$ cat src/hdl/pcc_pkg.sv
package pcc_pkg;

    // Table size used when the top level is not given another.
    localparam int NUM_PLANES_DEF = 64;

    // Field widths of one input word and one result word.
    localparam int INDEX_W = 6;
    localparam int VEC_W   = 32;
    localparam int NORM_W  = 16;
    localparam int CAM_W   = 9;

    // Arithmetic widths: a Q15.16 by Q1.14 product, the sum of three, the distance.
    localparam int PROD_W  = VEC_W + NORM_W;
    localparam int ACC_W   = PROD_W + 2;
    localparam int DIST_W  = 50;
    localparam int FRAC_SHIFT = 14;

    // Packed stream widths, rounded up to whole bytes.
    localparam int IN_BITS      = INDEX_W + 4 * VEC_W + 3 * CAM_W + 1;
    localparam int TDATA_IN_W   = ((IN_BITS + 7) / 8) * 8;
    localparam int TDATA_OUT_W  = ((CAM_W + 7) / 8) * 8;

    // Operation carried in tuser.
    typedef enum logic {
        OP_WRITE = 1'b0,
        OP_EVAL  = 1'b1
    } op_t;

    // Sequencer states.
    typedef enum logic [2:0] {
        ST_CLEAR,
        ST_IDLE,
        ST_READ,
        ST_MUL,
        ST_ACC,
        ST_DECIDE,
        ST_DONE
    } state_t;

    // Operand pair fed to the shared multiplier.
    typedef enum logic [1:0] {
        SEL_X,
        SEL_Y,
        SEL_Z
    } sel_t;

    // One input word, unpacked.
    typedef struct packed {
        op_t                       op;
        logic [INDEX_W-1:0]        entry_index;
        logic signed [VEC_W-1:0]   vec_x;
        logic signed [VEC_W-1:0]   vec_y;
        logic signed [VEC_W-1:0]   vec_z;
        logic signed [VEC_W-1:0]   plane_offset;
        logic signed [CAM_W-1:0]   front_camera;
        logic signed [CAM_W-1:0]   back_camera;
        logic                      entry_enabled;
        logic signed [CAM_W-1:0]   current_camera;
    } item_t;

    // Plane geometry and cameras, loaded by a write word.
    typedef struct packed {
        logic signed [NORM_W-1:0]  nx;
        logic signed [NORM_W-1:0]  ny;
        logic signed [NORM_W-1:0]  nz;
        logic signed [VEC_W-1:0]   offset;
        logic signed [CAM_W-1:0]   front;
        logic signed [CAM_W-1:0]   back;
    } entry_t;

    // Per-plane tracking state, cleared after reset.
    typedef struct packed {
        logic                      enabled;
        logic                      seen;
        logic signed [DIST_W-1:0]  distance;
    } track_t;

    // Controls of the multiply-accumulate unit.
    typedef struct packed {
        logic mul;
        sel_t sel;
        logic clear;
        logic add;
    } mac_ctl_t;

endpackage

$ cat src/hdl/pcc_mac.sv
module pcc_mac (
    input  logic                                   clk,
    input  pcc_pkg::mac_ctl_t                      ctl,
    input  logic signed [pcc_pkg::VEC_W-1:0]       pos_x,
    input  logic signed [pcc_pkg::VEC_W-1:0]       pos_y,
    input  logic signed [pcc_pkg::VEC_W-1:0]       pos_z,
    input  pcc_pkg::entry_t                        entry,
    output logic signed [pcc_pkg::DIST_W-1:0]      distance
);

    logic signed [pcc_pkg::VEC_W-1:0]   op_a;
    logic signed [pcc_pkg::NORM_W-1:0]  op_b;
    logic signed [pcc_pkg::PROD_W-1:0]  prod_reg;
    logic signed [pcc_pkg::PROD_W-1:0]  prod_next;
    logic signed [pcc_pkg::ACC_W-1:0]   acc_reg;
    logic signed [pcc_pkg::ACC_W-1:0]   acc_next;
    logic signed [pcc_pkg::ACC_W-1:0]   acc_base;
    logic signed [pcc_pkg::ACC_W-1:0]   acc_floor;

    // Operand selection for the single multiplier.
    always_comb
    begin
        unique case (ctl.sel)
            pcc_pkg::SEL_X:
            begin
                op_a = pos_x;
                op_b = entry.nx;
            end
            pcc_pkg::SEL_Y:
            begin
                op_a = pos_y;
                op_b = entry.ny;
            end
            pcc_pkg::SEL_Z:
            begin
                op_a = pos_z;
                op_b = entry.nz;
            end
            default:
            begin
                op_a = '0;
                op_b = '0;
            end
        endcase
    end

    // The product is exact in 48 bits; the three-term sum is exact in 50.
    assign prod_next = op_a * op_b;
    assign acc_base  = ctl.clear ? '0 : acc_reg;
    assign acc_next  = acc_base + pcc_pkg::ACC_W'(prod_reg);

    always_ff @(posedge clk)
    begin
        if (ctl.mul)
        begin
            prod_reg <= prod_next;
        end
        if (ctl.add)
        begin
            acc_reg <= acc_next;
        end
    end

    // Arithmetic shift floors the Q.30 sum to Q.16, then the offset comes off.
    assign acc_floor = acc_reg >>> pcc_pkg::FRAC_SHIFT;
    assign distance = pcc_pkg::DIST_W'(acc_floor) - pcc_pkg::DIST_W'(entry.offset);

endmodule

$ cat config.mk
export PLATFORM = sky130hd
export DESIGN_NAME = pcc_mac
export DESIGN_NICKNAME = d
export VERILOG_FILES = /design/src/hdl/pcc_pkg.sv /design/src/hdl/pcc_mac.sv
export SDC_FILE = /design/constraint.sdc
export NUM_CORES = 2
export LEC_CHECK = 0
export ABC_CLOCK_PERIOD_IN_PS = 28300
export BUFFER_PORTS_ARGS = -buffer_cell sky130_fd_sc_hd__buf_2
export CAP_MARGIN = 20
export CELL_PAD_IN_SITES_DETAIL_PLACEMENT = 1
export CELL_PAD_IN_SITES_GLOBAL_PLACEMENT = 2
export CORE_MARGIN = 1.5
export CORE_UTILIZATION = 40
export CTS_CLUSTER_SIZE = 14
export DETAILED_ROUTE_END_ITERATION = 8
export HOLD_SLACK_MARGIN = 0.08
export PLACE_DENSITY_LB_ADDON = 0.15
export SYNTH_ARGS = -nofsm -noshare
export SYNTH_HDL_FRONTEND = slang
export SYNTH_SLANG_ARGS = --single-unit
$ cat constraint.sdc
create_clock -name clk -period 28.3 [get_ports clk]
set_clock_uncertainty 0.15 [all_clocks]
set_input_delay 5.66 -clock clk [delete_from_list [all_inputs] [get_ports clk]]
set_output_delay 5.66 -clock clk [all_outputs]
set_load 0.02 [all_outputs]
==> results.sh <==
export IMPL_synth_largest_area_cell="fa_1"
export IMPL_relSlewSlack=0.251
export IMPL_ys_ff_latch=98
export IMPL_yosysUniqueCellTypes=77
export IMPL_top_layer="met4"
export IMPL_largest_register_ffs=50
export IMPL_dieHeight_microns=262
export IMPL_grt_pass1_vias=23875
export IMPL_clk_latency_ps=370
export IMPL_core_area_sq_um=66100
export IMPL_slew_viol_final=0
export IMPL_tritoncts="built"
export IMPL_synth_top_cells_by_area="fa_1 (36%), edfxtp_1 (11%), ha_1 (9.3%)"
export IMPL_ios=250
export IMPL_wl_mm=86.1
export IMPL_met2_wirelength_mm=39.1
export IMPL_drc_errors=0
export IMPL_worst_slew_pin_slew_ps=1120
export IMPL_groute_usage_overall=0.255
export IMPL_syn2layout_area_growth_pct=8.87
export IMPL_avgViaCountPerCell=5.24
export IMPL_cts_sinks=98
export IMPL_fp_row_count=94
export IMPL_synth_async_sr_flop_share=0
export IMPL_finalWeightedCongestion=0.885
export IMPL_path_clk_slew_ps=80
export IMPL_met1_length_mm=40.0
export IMPL_grt_max_degree=76
export IMPL_routedWlPerCell_microns=20.8
export IMPL_vias=21711
export IMPL_place_inst=4129
export IMPL_arrival_ps=8900
export IMPL_synth_area_sq_um=26800
export IMPL_dieArea_sq_um=68600
export IMPL_yosysSeqAreaShare=0.110
export IMPL_crit_path_end_kind="output pin"
export IMPL_grt_overflow_total=0
export IMPL_hold_viol=0
export IMPL_synth_yosys_warnings=0
export IMPL_crit_path_start="entry[20]"
export IMPL_drive_gt1_frac=0.0978
export IMPL_final_cell_count_no_fill=4147
export IMPL_maxCapViolCount=0
export IMPL_hold_path_class="register to register"
export IMPL_cts_max_level=3
export IMPL_fmax_ghz=0.0680
export IMPL_port_buffers=231
export IMPL_syn_nets=4005
export IMPL_synth_top_area_frac=0.364
export IMPL_outcome="finished clean"
export IMPL_initial_core_util=0.406
export IMPL_holdWs_ps=431
export IMPL_ff_latch_area_sq_um=2940
export IMPL_nets=4164
export IMPL_antenna_found_initial=0
export IMPL_first_pass_iters=5
export IMPL_clock_path_buffers=2
export IMPL_ctsHoldBuffers=0
export IMPL_syn_inst=3118
export IMPL_dp_hpwl_mm=72.1
export IMPL_layout_commonest_cell="inv_1"
export IMPL_r2r_start="acc_reg[25]$_DFFE_PP_"
export IMPL_setup_tns_ps=0
export IMPL_ant_nets=0
export IMPL_rsz0062_at_grt="false"
export IMPL_post_route_util=0.442
export IMPL_grt_pass1_wl_mm=135
export IMPL_period_needed_ps=14710
export IMPL_cts_made_buffers=9
export IMPL_synth_edf_count=98
export IMPL_final_cell_mix="inv_1 (633), fa_1 (488), nand2_1 (366), nor2_1 (338), buf_2 (231)"
export IMPL_startpoint_type="input port"
export IMPL_cp_required_ps=22490
export IMPL_route_met3_wl_mm=4.95
export IMPL_hold_path_startpoint="prod_reg[0]$_DFFE_PP_"
export IMPL_cts_setup_buffers=0
export IMPL_fin_crit_sh=0.520
export IMPL_n_fill_cell=7970
export IMPL_cp_max_fo=14
export IMPL_synth_flop_cell="edfxtp_1"
export IMPL_cts_resized=0
export IMPL_multi_input_area_sq_um=21100
export IMPL_cts_root_buffer="clkbuf_16"
export IMPL_setup_viol=0
export IMPL_drt_iter0_markers=1095
export IMPL_crit_type="input port to output pin"
export IMPL_synth_avg_cell_area_sq_um=8.61
export IMPL_dieWidth_microns=262
[worst max-delay path, cell delays in order]
cell and delay (ps):
buf_2 70, inv_1 50, ha_1 350, nor2b_1 150, o21a_1 190, o21ai_1 180
o2bb2ai_1 220, o21ai_1 260, a31oi_1 530, o21ai_1 200, and4_1 230, o22ai_1 510
buf_2 290
[area by class of cell]
cell class,count,share of cell area
diodes,1,0.0000857
clock buffers,9,0.00771
clock inverters,7,0.00270
inverters,634,0.0815
multi-input cells,2266,0.721
flip-flops and latches,98,0.101
well taps,864,0.0370
repair buffers,268,0.0492
[final timing paths]
kind         cells after the start  slack (ps)                    end
min                              1         430   acc_reg[0]$_DFFE_PP_
max reg2reg                     11       24560  acc_reg[46]$_DFFE_PP_
min reg2reg                      1         430   acc_reg[0]$_DFFE_PP_
max                             13       13590           distance[36]
[metrics by stage]
step                      setup WS (ps)  area (sq um)
after global placement            13620         28900
after detailed placement          13570         28900
after CTS                         13560         29200
after floorplan                   13850         26800
final                             13590         29200
after global routing              13330         29200
[cells in the mapped netlist, types with 13 or more instances]
library cell,n
nand2b_1,18
nor2_1,339
clkbuf_1,90
a21o_1,88
and3_1,13
mux2i_1,48
ha_1,199
nor2b_1,62
nand2_1,366
xor2_1,37
xnor2_1,86
fa_1,488
edfxtp_1,98
and2_1,28
o21ai_1,39
nor3_1,13
nand3_1,29
buf_4,13
o21ai_0,58
a21oi_1,139
o21a_1,41
a211oi_1,18
o21bai_1,16
inv_1,633
[layer usage]
layer / up-vias / GRT usage
li1: 10069 / -
met1: 10935 / 0.356
met2: 626 / 0.421
met3: 81 / 0.0328
met4: 0 / 0.0659
met5: - / 0
[cell families after synthesis]
group           share of synthesized area
compound gates                      0.118
xor+xnor                           0.0402
fa+ha+maj                           0.457
buf+inv                             0.108
flops                               0.110
mux                                0.0200
simple gates                        0.147
Power is left out: the tool's default activity adds up to more than one toggle a clock period on the data nets, which glitch-free logic cannot reach.
