## config.mk

```make
export PLATFORM = sky130hd
export DESIGN_NAME = pcc_ctrl
export DESIGN_NICKNAME = d
export VERILOG_FILES = /design/src/hdl/pcc_pkg.sv /design/src/hdl/pcc_ctrl.sv
export SDC_FILE = /design/constraint.sdc
export NUM_CORES = 1
export LEC_CHECK = 0
export BUFFER_PORTS_ARGS = -buffer_cell sky130_fd_sc_hd__clkbuf_2
export CORE_AREA = 4 4 247 249
export DETAILED_ROUTE_END_ITERATION = 8
export DIE_AREA = 0 0 251 253
export GPL_TIMING_DRIVEN = 1
export SLEW_MARGIN = 5
export SYNTH_ARGS = -nofsm -noshare
export SYNTH_HDL_FRONTEND = slang
export SYNTH_SLANG_ARGS = --single-unit
```

## constraint.sdc

```tcl
create_clock -name clk -period 3.9 [get_ports clk]
set_clock_uncertainty 0.15 [all_clocks]
set_input_delay 0.78 -clock clk [delete_from_list [all_inputs] [get_ports clk]]
set_output_delay 0.78 -clock clk [all_outputs]
set_load 0.01 [all_outputs]
```

## src/hdl/pcc_pkg.sv

```systemverilog
package pcc_pkg;

    // Table size used when the top level is not given another.
    localparam int NUM_PLANES_DEF = 64;

    // Field widths of one input word and one result word.
    localparam int INDEX_W = 6;
    localparam int VEC_W   = 32;
    localparam int NORM_W  = 16;
    localparam int CAM_W   = 9;

    // Arithmetic widths: a Q15.16 by Q1.14 product, the sum of three, the distance.
    localparam int PROD_W  = VEC_W + NORM_W;
    localparam int ACC_W   = PROD_W + 2;
    localparam int DIST_W  = 50;
    localparam int FRAC_SHIFT = 14;

    // Packed stream widths, rounded up to whole bytes.
    localparam int IN_BITS      = INDEX_W + 4 * VEC_W + 3 * CAM_W + 1;
    localparam int TDATA_IN_W   = ((IN_BITS + 7) / 8) * 8;
    localparam int TDATA_OUT_W  = ((CAM_W + 7) / 8) * 8;

    // Operation carried in tuser.
    typedef enum logic {
        OP_WRITE = 1'b0,
        OP_EVAL  = 1'b1
    } op_t;

    // Sequencer states.
    typedef enum logic [2:0] {
        ST_CLEAR,
        ST_IDLE,
        ST_READ,
        ST_MUL,
        ST_ACC,
        ST_DECIDE,
        ST_DONE
    } state_t;

    // Operand pair fed to the shared multiplier.
    typedef enum logic [1:0] {
        SEL_X,
        SEL_Y,
        SEL_Z
    } sel_t;

    // One input word, unpacked.
    typedef struct packed {
        op_t                       op;
        logic [INDEX_W-1:0]        entry_index;
        logic signed [VEC_W-1:0]   vec_x;
        logic signed [VEC_W-1:0]   vec_y;
        logic signed [VEC_W-1:0]   vec_z;
        logic signed [VEC_W-1:0]   plane_offset;
        logic signed [CAM_W-1:0]   front_camera;
        logic signed [CAM_W-1:0]   back_camera;
        logic                      entry_enabled;
        logic signed [CAM_W-1:0]   current_camera;
    } item_t;

    // Plane geometry and cameras, loaded by a write word.
    typedef struct packed {
        logic signed [NORM_W-1:0]  nx;
        logic signed [NORM_W-1:0]  ny;
        logic signed [NORM_W-1:0]  nz;
        logic signed [VEC_W-1:0]   offset;
        logic signed [CAM_W-1:0]   front;
        logic signed [CAM_W-1:0]   back;
    } entry_t;

    // Per-plane tracking state, cleared after reset.
    typedef struct packed {
        logic                      enabled;
        logic                      seen;
        logic signed [DIST_W-1:0]  distance;
    } track_t;

    // Controls of the multiply-accumulate unit.
    typedef struct packed {
        logic mul;
        sel_t sel;
        logic clear;
        logic add;
    } mac_ctl_t;

endpackage

```

## src/hdl/pcc_ctrl.sv

```systemverilog
module pcc_ctrl #(
    parameter int NUM_PLANES = pcc_pkg::NUM_PLANES_DEF,
    localparam int IDX_W = (NUM_PLANES > 1) ? $clog2(NUM_PLANES) : 1
) (
    input  logic                                clk,
    input  logic                                rst_n,
    input  logic                                in_valid,
    output logic                                in_ready,
    input  pcc_pkg::item_t                      item,
    output logic                                ent_we,
    output logic [IDX_W-1:0]                    ent_waddr,
    output pcc_pkg::entry_t                     ent_wdata,
    output logic                                trk_we,
    output logic [IDX_W-1:0]                    trk_waddr,
    output pcc_pkg::track_t                     trk_wdata,
    output logic [IDX_W-1:0]                    rd_addr,
    input  pcc_pkg::entry_t                     ent_rdata,
    input  pcc_pkg::track_t                     trk_rdata,
    output pcc_pkg::mac_ctl_t                   mac_ctl,
    output logic signed [pcc_pkg::VEC_W-1:0]    pos_x,
    output logic signed [pcc_pkg::VEC_W-1:0]    pos_y,
    output logic signed [pcc_pkg::VEC_W-1:0]    pos_z,
    input  logic signed [pcc_pkg::DIST_W-1:0]   distance,
    output logic                                res_valid,
    input  logic                                res_ready,
    output logic signed [pcc_pkg::CAM_W-1:0]    res_cam
);

    localparam logic [IDX_W-1:0] LAST_IDX = IDX_W'(NUM_PLANES - 1);

    pcc_pkg::state_t                    state_reg, state_next;
    logic [IDX_W-1:0]                   idx_reg, idx_next;
    pcc_pkg::sel_t                      step_reg, step_next;
    logic signed [pcc_pkg::VEC_W-1:0]   pos_x_reg, pos_y_reg, pos_z_reg;
    logic signed [pcc_pkg::CAM_W-1:0]   cam_reg, cam_next;
    logic                               accept;
    logic                               in_range;
    logic                               last_idx;
    logic                               rise;
    logic                               fall;

    assign accept   = in_valid && in_ready;
    assign in_range = 32'(item.entry_index) < 32'(NUM_PLANES);
    assign last_idx = (idx_reg == LAST_IDX);

    // Crossing tests against the distance stored at the last evaluation.
    assign rise = trk_rdata.distance[pcc_pkg::DIST_W-1] && !distance[pcc_pkg::DIST_W-1];
    assign fall = !trk_rdata.distance[pcc_pkg::DIST_W-1] && (trk_rdata.distance != '0)
                  && (distance[pcc_pkg::DIST_W-1] || (distance == '0));

    assign pos_x   = pos_x_reg;
    assign pos_y   = pos_y_reg;
    assign pos_z   = pos_z_reg;
    assign res_cam = cam_reg;
    assign rd_addr = idx_reg;

    // Write words load the entry straight from the input word.
    assign ent_waddr       = IDX_W'(item.entry_index);
    assign ent_wdata.nx    = item.vec_x[pcc_pkg::NORM_W-1:0];
    assign ent_wdata.ny    = item.vec_y[pcc_pkg::NORM_W-1:0];
    assign ent_wdata.nz    = item.vec_z[pcc_pkg::NORM_W-1:0];
    assign ent_wdata.offset = item.plane_offset;
    assign ent_wdata.front = item.front_camera;
    assign ent_wdata.back  = item.back_camera;

    // State and working registers.
    always_ff @(posedge clk or negedge rst_n)
    begin
        if (!rst_n)
        begin
            state_reg <= pcc_pkg::ST_CLEAR;
            idx_reg   <= '0;
            step_reg  <= pcc_pkg::SEL_X;
        end
        else
        begin
            state_reg <= state_next;
            idx_reg   <= idx_next;
            step_reg  <= step_next;
        end
    end

    // Position and camera of the evaluation in progress.
    always_ff @(posedge clk)
    begin
        if (accept && (item.op == pcc_pkg::OP_EVAL))
        begin
            pos_x_reg <= item.vec_x;
            pos_y_reg <= item.vec_y;
            pos_z_reg <= item.vec_z;
        end
        cam_reg <= cam_next;
    end

    // Sequencer: next state and controls.
    always_comb
    begin
        state_next = state_reg;
        idx_next   = idx_reg;
        step_next  = step_reg;
        cam_next   = cam_reg;
        in_ready   = 1'b0;
        ent_we     = 1'b0;
        trk_we     = 1'b0;
        trk_waddr  = idx_reg;
        trk_wdata  = '0;
        mac_ctl    = '{mul: 1'b0, sel: step_reg, clear: 1'b0, add: 1'b0};
        res_valid  = 1'b0;

        unique case (state_reg)
            pcc_pkg::ST_CLEAR:
            begin
                // Sweep the tracking memory to disabled, one entry a cycle.
                trk_we = 1'b1;
                if (last_idx)
                begin
                    idx_next   = '0;
                    state_next = pcc_pkg::ST_IDLE;
                end
                else
                begin
                    idx_next = idx_reg + 1'b1;
                end
            end
            pcc_pkg::ST_IDLE:
            begin
                in_ready = 1'b1;
                if (accept)
                begin
                    if (item.op == pcc_pkg::OP_EVAL)
                    begin
                        cam_next   = item.current_camera;
                        idx_next   = '0;
                        state_next = pcc_pkg::ST_READ;
                    end
                    else if (in_range)
                    begin
                        ent_we            = 1'b1;
                        trk_we            = 1'b1;
                        trk_waddr         = IDX_W'(item.entry_index);
                        trk_wdata.enabled = item.entry_enabled;
                    end
                end
            end
            pcc_pkg::ST_READ:
            begin
                step_next  = pcc_pkg::SEL_X;
                state_next = pcc_pkg::ST_MUL;
            end
            pcc_pkg::ST_MUL:
            begin
                mac_ctl.mul = 1'b1;
                unique case (step_reg)
                    pcc_pkg::SEL_X:
                    begin
                        mac_ctl.mul = trk_rdata.enabled;
                        if (!trk_rdata.enabled)
                        begin
                            if (last_idx)
                            begin
                                state_next = pcc_pkg::ST_DONE;
                            end
                            else
                            begin
                                idx_next   = idx_reg + 1'b1;
                                state_next = pcc_pkg::ST_READ;
                            end
                        end
                        else
                        begin
                            step_next = pcc_pkg::SEL_Y;
                        end
                    end
                    pcc_pkg::SEL_Y:
                    begin
                        mac_ctl.clear = 1'b1;
                        mac_ctl.add   = 1'b1;
                        step_next     = pcc_pkg::SEL_Z;
                    end
                    default:
                    begin
                        mac_ctl.add = 1'b1;
                        state_next  = pcc_pkg::ST_ACC;
                    end
                endcase
            end
            pcc_pkg::ST_ACC:
            begin
                mac_ctl.add = 1'b1;
                state_next  = pcc_pkg::ST_DECIDE;
            end
            pcc_pkg::ST_DECIDE:
            begin
                // Apply a crossing, then store this distance for the next frame.
                if (trk_rdata.seen)
                begin
                    if (rise)
                    begin
                        if (!ent_rdata.front[pcc_pkg::CAM_W-1])
                        begin
                            cam_next = ent_rdata.front;
                        end
                    end
                    else if (fall)
                    begin
                        if (!ent_rdata.back[pcc_pkg::CAM_W-1])
                        begin
                            cam_next = ent_rdata.back;
                        end
                    end
                end
                trk_we             = 1'b1;
                trk_wdata.enabled  = 1'b1;
                trk_wdata.seen     = 1'b1;
                trk_wdata.distance = distance;
                if (last_idx)
                begin
                    state_next = pcc_pkg::ST_DONE;
                end
                else
                begin
                    idx_next   = idx_reg + 1'b1;
                    state_next = pcc_pkg::ST_READ;
                end
            end
            pcc_pkg::ST_DONE:
            begin
                res_valid = 1'b1;
                if (res_ready)
                begin
                    idx_next   = '0;
                    state_next = pcc_pkg::ST_IDLE;
                end
            end
            default:
            begin
                state_next = pcc_pkg::ST_IDLE;
            end
        endcase
    end

`ifndef SYNTHESIS
    // The tracking memory is written only while clearing, on a write word or on a decision.
    assert property (@(posedge clk) disable iff (!rst_n)
        trk_we |-> (state_reg == pcc_pkg::ST_CLEAR || state_reg == pcc_pkg::ST_IDLE
                    || state_reg == pcc_pkg::ST_DECIDE))
        else $error("tracking write outside clear, idle or decide");

    // The clearing sweep runs to the last entry before anything is taken.
    assert property (@(posedge clk) disable iff (!rst_n)
        (state_reg == pcc_pkg::ST_CLEAR && !last_idx) |=> (state_reg == pcc_pkg::ST_CLEAR))
        else $error("clearing sweep left early");

    // A decision always follows the final accumulate.
    assert property (@(posedge clk) disable iff (!rst_n)
        (state_reg == pcc_pkg::ST_DECIDE) |-> ($past(state_reg) == pcc_pkg::ST_ACC))
        else $error("decision without a finished dot product");

    // A waiting result keeps its camera until it is taken.
    assert property (@(posedge clk) disable iff (!rst_n)
        (res_valid && !res_ready) |=> (res_valid && $stable(cam_reg)))
        else $error("pending result changed");
`endif

endmodule
```

==> metrics.md, run 1 <==
| Metric | Value |
|---|---|
| Status | complete, no violations |
| Sequential area share after synthesis | 61.80% |
| Port bufs | 468 |
| CTS H-tree lvls | 4 |
| Placer Congestion | 0.9677 |
| FFs w/ async S/R, synth | 9.483% |
| CTS Buf Count | 17 |
| Cells after Synth | 439 |
| Final instance area | 8731 um2 |
| Pins over their slew limit | 0 |
| Slew @ Worst Pin | 1.053 ns |
| Fin crit share | 92.17% |
| Global-route wire length before repair | 43100 um |
| Die height | 253 um |
| Required time of the critical path | 2.97 ns |
| Crit path kind | flop to output port |
| Maximum clock frequency | 278.2 MHz |
| Met3 GRT Util | 5.053% |
| Vias | 5239 |
| CTS max path bufs | 2 |
| Starting Density | 9.454% |
| Tightest hold margin | 0.3491 ns |
| # IOs | 649 |
| Peak VDD IR | 0.3140 mV |
| Number of global-route vias before repair | 5072 |
| Yosys cell types | 46 |
| Gr busiest metal | met2 |
| Fin nets | 1182 |
| Final hold vios | 0 |
| Power Dens Cells | 514.6 nW/um2 |
| Most frequent cells in the layout | clkbuf_2, edfxtp_1, and2_1 |
| Clock Sinks | 116 |
| Max cap viols | 0 |
| Leak Pwr | 3.894 nW |
| Vias per cell | 3.254 |
| Die area | 63500 um2 |
| Pin count of the biggest net entering global routing | 97 |
| Most common cell after layout, fill and taps aside | clkbuf_2 |
| Total negative slack | 0 ns |
| Fin util | 14.88% |
| CP startpoint kind | flop |
| Core ar. | 58690 um2 |
| Max-Slew Margin vs Limit | 29.71% |
| CP endpoint kind | output port |
| Wire per inst | 21.17 um |
| Initial antenna violation count | 35 |
| Met2 global-route usage | 17.77% |
| Worst Path Arrival | 2.66 ns |
| Primary FF master, synth | edfxtp_1 |
| Critical path fanouts, max | 52 |
| Residual DRC | 0 |
| Grt ovf | 0 |
| Synth area leader | edfxtp_1 |
| Number of synthesized register bits | 116 |
| GRT Overall Usage | 10.23% |
| Met1 usage | 9.698% |
| Share of post-route cells with drive strength above 1 | 62.03% |
| EDFF count, synth | 105 |
| Synth Warn # | 0 |
| CTS tree | yes |
| Mean Syn Cell Area | 12.64 um2 |
| Synth Net Count | 807 |
| Type of the most critical hold path | input port to flop |
| RSZ-0062 raised after global routing | no |
| Post-layout min period | 3.595 ns |
| Post-synth top area share | 56.83% |
| Clock latency on the worst-skew pair | 0.45 ns |
| Clock Pin Slew Worst Setup and Hold Paths | 0.06 ns |
| WL final | 34090 um |
| # rows | 89 |
| Placed cell area | 8075 um2 |
| Synth area leaders | edfxtp_1, buf_4, and2_1, dfrtp_1, nor4_1 |
| Starting DRT DRC Count | 326 |
| Mapped Area | 5548 um2 |
| Overall power | 4.493 mW |
| Drt pass-1 iters | 5 |
| DP HPWL | 29260 um |
| Die X | 251 um |
| Remaining antenna violation count | 0 |
| Post-cts resize count | 0 |
| Clock root buffer | clkbuf_16 |
| # setup viols final | 0 |
| Area Overhead vs Synth | 57.37% |
[per-stage QoR]
step           worst slack [ns]  std cells
6_report                 0.3054       1610
5_1_grt                  0.1118       1608
4_1_cts                  0.2981       1600
3_5_place_dp             0.8247       1567
3_3_place_gp             0.8707       1567
2_1_floorplan            0.6586        439
[final cells by class]
class	count	area, um2
antenna	10	25.02
clock buffer	17	425.4
clock inverter	15	195.2
fill	6602	49950
inverter	4	15.01
multi-input combinational	200	1265
sequential	116	3428
tap	773	967.2
timing repair buffer	475	2410
[worst max-delay path: stages, from the launching register on]
cell	delay (ns)
dfrtp_1	0.57
nand3b_1	0.27
inv_1	0.79
and2_1	0.38
clkbuf_2	0.19
[routing by layer]
layer,share of wire [%],up-vias
li1,-,2249
met1,32,2390
met2,49,451
met3,12,135
met4,5.8,14
met5,0.25,-
[synth_stat cells, types with 3 or more instances]
master and number:
buf_4 105, edfxtp_1 105, and2_1 51, nand2_1 25, nor4_1 22, clkbuf_1 11
dfrtp_1 11, nor2_1 11, o21ai_0 9, mux2i_1 8, o21ai_1 8, mux2_1 7
nor3_1 7, a21oi_1 5, o22ai_1 4, o31ai_1 4, a31oi_1 3, inv_1 3
nand3_1 3
[where the power goes]
group	internal [mW]	switching [mW]
registers	1.53	0.132
logic	0.461	0.671
clock network	1.02	0.681
[timing repair]
| action | 4_1_cts | 5_1_grt |
|---|---|---|
| hold endpoints to repair | 4 | 0 |
| buffers inserted | 0 | 0 |
| setup endpoints to repair | 0 | 0 |
| hold buffers | 1 | 0 |
[path summary, 6_finish.rpt]
check | startpoint | to | slack (ns) | cells past startpoint
worst max-delay path | state_reg[1]$_DFFE_PN0P_ | trk_wdata[34] | 0.31 | 4
worst min-delay path | item[118] | pos_y[26]$_DFFE_PP_ | 0.35 | 1
worst max register to register | state_reg[1]$_DFFE_PN0P_ | res_cam[2]$_DFFE_PP_ | 1.19 | 4
worst min register to register | rd_addr[0]$_DFFE_PN0P_ | rd_addr[0]$_DFFE_PN0P_ | 0.40 | 1
max in group asynchronous | rst_n | step_reg[0]$_DFFE_PN0P_ | 2.78 | 2
min in group asynchronous | rst_n | rd_addr[4]$_DFFE_PN0P_ | 0.58 | 2
[cell families (layout without fill, tap and decap cells)]
family | Yosys count | in the layout | synth area share (%)
other cells | 0 | 10 | 0
xor+xnor | 2 | 2 | 0.3158
flops | 116 | 116 | 61.80
buf+inv | 123 | 511 | 15.49
fa+ha+maj | 1 | 1 | 0.2255
mux | 15 | 15 | 2.864
compound gates | 42 | 42 | 4.849
simple gates | 140 | 140 | 14.46
(Power assumes the default switching activity.)
==> inputs of run 2 (changes only) <==
--- a/config.mk
+++ b/config.mk
@@ -6,10 +6,13 @@
 export NUM_CORES = 1
 export LEC_CHECK = 0
 export BUFFER_PORTS_ARGS = -buffer_cell sky130_fd_sc_hd__clkbuf_2
-export CORE_AREA = 4 4 247 249
+export CELL_PAD_IN_SITES_DETAIL_PLACEMENT = 0
+export CELL_PAD_IN_SITES_GLOBAL_PLACEMENT = 1
+export CORE_AREA = 4 4 250 252
 export DETAILED_ROUTE_END_ITERATION = 8
-export DIE_AREA = 0 0 251 253
+export DIE_AREA = 0 0 254 256
 export GPL_TIMING_DRIVEN = 1
+export PLACE_DENSITY_LB_ADDON = 0.1
 export SLEW_MARGIN = 5
 export SYNTH_ARGS = -nofsm -noshare
 export SYNTH_HDL_FRONTEND = slang
==> metrics.md, run 2 (same netlist as run 1, synthesis figures left out) <==
| Metric | Value |
|---|---|
| Status | complete, no violations |
| Peak VDD IR | 0.2001 mV (-36%) |
| Most frequent cells in the layout | clkbuf_2, edfxtp_1, and2_1 |
| Dpl cells | 1580 (+0.83%) |
| Clock Sinks | 116 (unchanged) |
| Starting Density | 9.226% (-0.23 points) |
| DP HPWL | 22300 um (-24%) |
| Max-Slew Margin vs Limit | 56.44% (+27 points) |
| Drt pass-1 iters | 4 (-1) |
| Vias | 4878 (-6.9%) |
| Clock latency on the worst-skew pair | 0.45 ns (about the same) |
| Pin count of the biggest net entering global routing | 97 (unchanged) |
| Post-layout min period | 3.325 ns (-0.2692 ns) |
| Number of global-route vias before repair | 5264 (+3.8%) |
| # rows | 90 (+1.1%) |
| CP endpoint kind | output port |
| Type of the most critical hold path | input port to async pin |
| Residual DRC | 0 (unchanged) |
| Placer Congestion | 0.7059 (-27%) |
| Power Dens Cells | 509.9 nW/um2 (-0.92%) |
| Setup crit start | state_reg[2]$_DFFE_PN0P_ |
| Max cap viols | 0 (unchanged) |
| CP max-delay cell | nor2_2 |
| # IOs | 649 (unchanged) |
| GRT Overall Usage | 7.892% (-2.3 points) |
| Total negative slack | 0 ns (unchanged) |
| Die area | 65020 um2 (+2.4%) |
| Post-cts resize count | 0 (unchanged) |
| Vias per cell | 3.024 (-7.1%) |
| Worst reg2reg path endpoint | res_cam[7]$_DFFE_PP_ |
| Remaining antenna violation count | 0 (unchanged) |
| Final hold vios | 0 (unchanged) |
| Final instance area | 8716 um2 (-0.17%) |
| CTS tree | yes |
| CP startpoint kind | flop |
| Crit path kind | flop to output port |
| Seq. cell area | 3428 um2 (unchanged) |
| Most common cell after layout, fill and taps aside | clkbuf_2 |
| Crit-path cells | buf_4 > nor3b_2 > nand2_1 > nor2_2 > mux2_1 > clkbuf_2 |
| Slew @ Worst Pin | 0.6528 ns (-0.4004 ns) |
| Leak Pwr | 3.904 nW (+0.24%) |
| Required time of the critical path | 2.97 ns (about the same) |
| Wire per inst | 16.50 um (-22%) |
| Area of the multi-input gates | 1265 um2 (unchanged) |
| Clock Pin Slew Worst Setup and Hold Paths | 0.07 ns (about the same) |
| Core ar. | 60130 um2 (+2.5%) |
| # setup viols final | 0 (unchanged) |
| Pins over their slew limit | 0 (unchanged) |
| Area Overhead vs Synth | 57.10% |
| Placed cell area | 8117 um2 (+0.51%) |
| Max incr delay on CP | 0.52 ns (-0.27 ns) |
| Critical Path End | trk_waddr[4] |
| Non-Filler Instances | 1613 (+0.19%) |
| CTS max path bufs | 2 (unchanged) |
| Worst Path Arrival | 2.40 ns (-0.26 ns) |
| Die height | 256 um (+1.2%) |
| Post CTS Setup Buffer Count | 0 (unchanged) |
| Fin nets | 1185 (+0.25%) |
| Cells on worst reg2reg path | 7 (+3) |
| Tightest hold margin | 0.07785 ns (-0.2712 ns) |
| Critical R2R Launch | state_reg[2]$_DFFE_PN0P_ |
| Port bufs | 468 (unchanged) |
| Starting DRT DRC Count | 82 (-75%) |
| RSZ-0062 raised after global routing | no |
| Global-route wire length before repair | 36300 um (-16%) |
| Fill cell count | 6929 (+5.0%) |
| Initial antenna violation count | 2 (-94%) |
| CTS Buf Count | 17 (unchanged) |
| CTS H-tree lvls | 4 (unchanged) |
| Reg-to-reg setup timing slack | 1.48 ns (+0.29 ns) |
| WL final | 26610 um (-22%) |
| Clock root buffer | clkbuf_16 |
| Grt ovf | 0 (unchanged) |
| Critical path fanouts, max | 11 (-79%) |
| Hold-fix buffers at CTS | 0 (-1) |
| Fin crit share | 85.27% (-6.9 points) |
| Die X | 254 um (+1.2%) |
| Maximum clock frequency | 300.7 MHz (+8.1%) |
| Share of post-route cells with drive strength above 1 | 62.29% (+0.26 points) |
## run 2: changes by cell type in the layout (fill, tap and decap cells not counted), sizes merged
cell / before / now
buf: 6 / 10
clkinvlp: 1 / 0
dlygate4sd3: 1 / 0
inv: 11 / 10
diode: 10 / 1
clkinv: 4 / 7
bufinv: 3 / 2
## run 2: per-layer routing
| metal | share of wire [%] | GRT usage, % |
|---|---|---|
| met3 | 13 | 4.969 |
| met1 | 34 | 7.222 |
| met4 | 2.5 | 3.048 |
| met5 | 0.12 | 0 |
| met2 | 50 | 14.02 |
## run 2: per-stage QoR
step	setup slack [ns]	utilization [%]	power (mW)
finish	0.5746	14.49	4.444
global route	0.3766	14.49	4.732
CTS	0.3831	14.49	4.603
detailed placement	0.5835	13.50	2.894
global placement	0.5838	13.50	2.922
floorplan	0.6586	-	2.351
## run 2: where the power goes
group / leakage (nW) / switching, mW / total, mW / internal, mW
registers: 1.09 / 0.0800 / 1.61 / 1.53
clock network: 0.296 / 0.666 / 1.62 / 0.956
logic: 2.51 / 0.732 / 1.22 / 0.484
total: 3.90 / 1.48 / 4.44 / 2.97
## run 2: how the worst min path moves through the flow
stage          slack, ns                 endpoint
3_5_place_dp        0.42   rd_addr[0]$_DFFE_PN0P_
2_1_floorplan       0.33   rd_addr[0]$_DFFE_PN0P_
5_1_grt             0.07  step_reg[0]$_DFFE_PN0P_
3_3_place_gp        0.42   rd_addr[1]$_DFFE_PN0P_
6_report            0.08  step_reg[0]$_DFFE_PN0P_
4_1_cts             0.02  step_reg[1]$_DFFE_PN0P_
## run 2: worst max-delay path, delay by kind of cell (launching register included)
family        cells  cell delay (ns)
mux               1             0.38
simple gates      3             0.86
flops             1             0.36
buf+inv           2             0.34
## run 2: cell type report
cell class	instances	area share, %
repair buffers	478	27.88
clock buffers	17	4.881
clock inverters	15	1.967
diodes	1	0.02871
inverters	4	0.1723
well taps	782	11.23
flip-flops and latches	116	39.33
multi-input cells	200	14.51
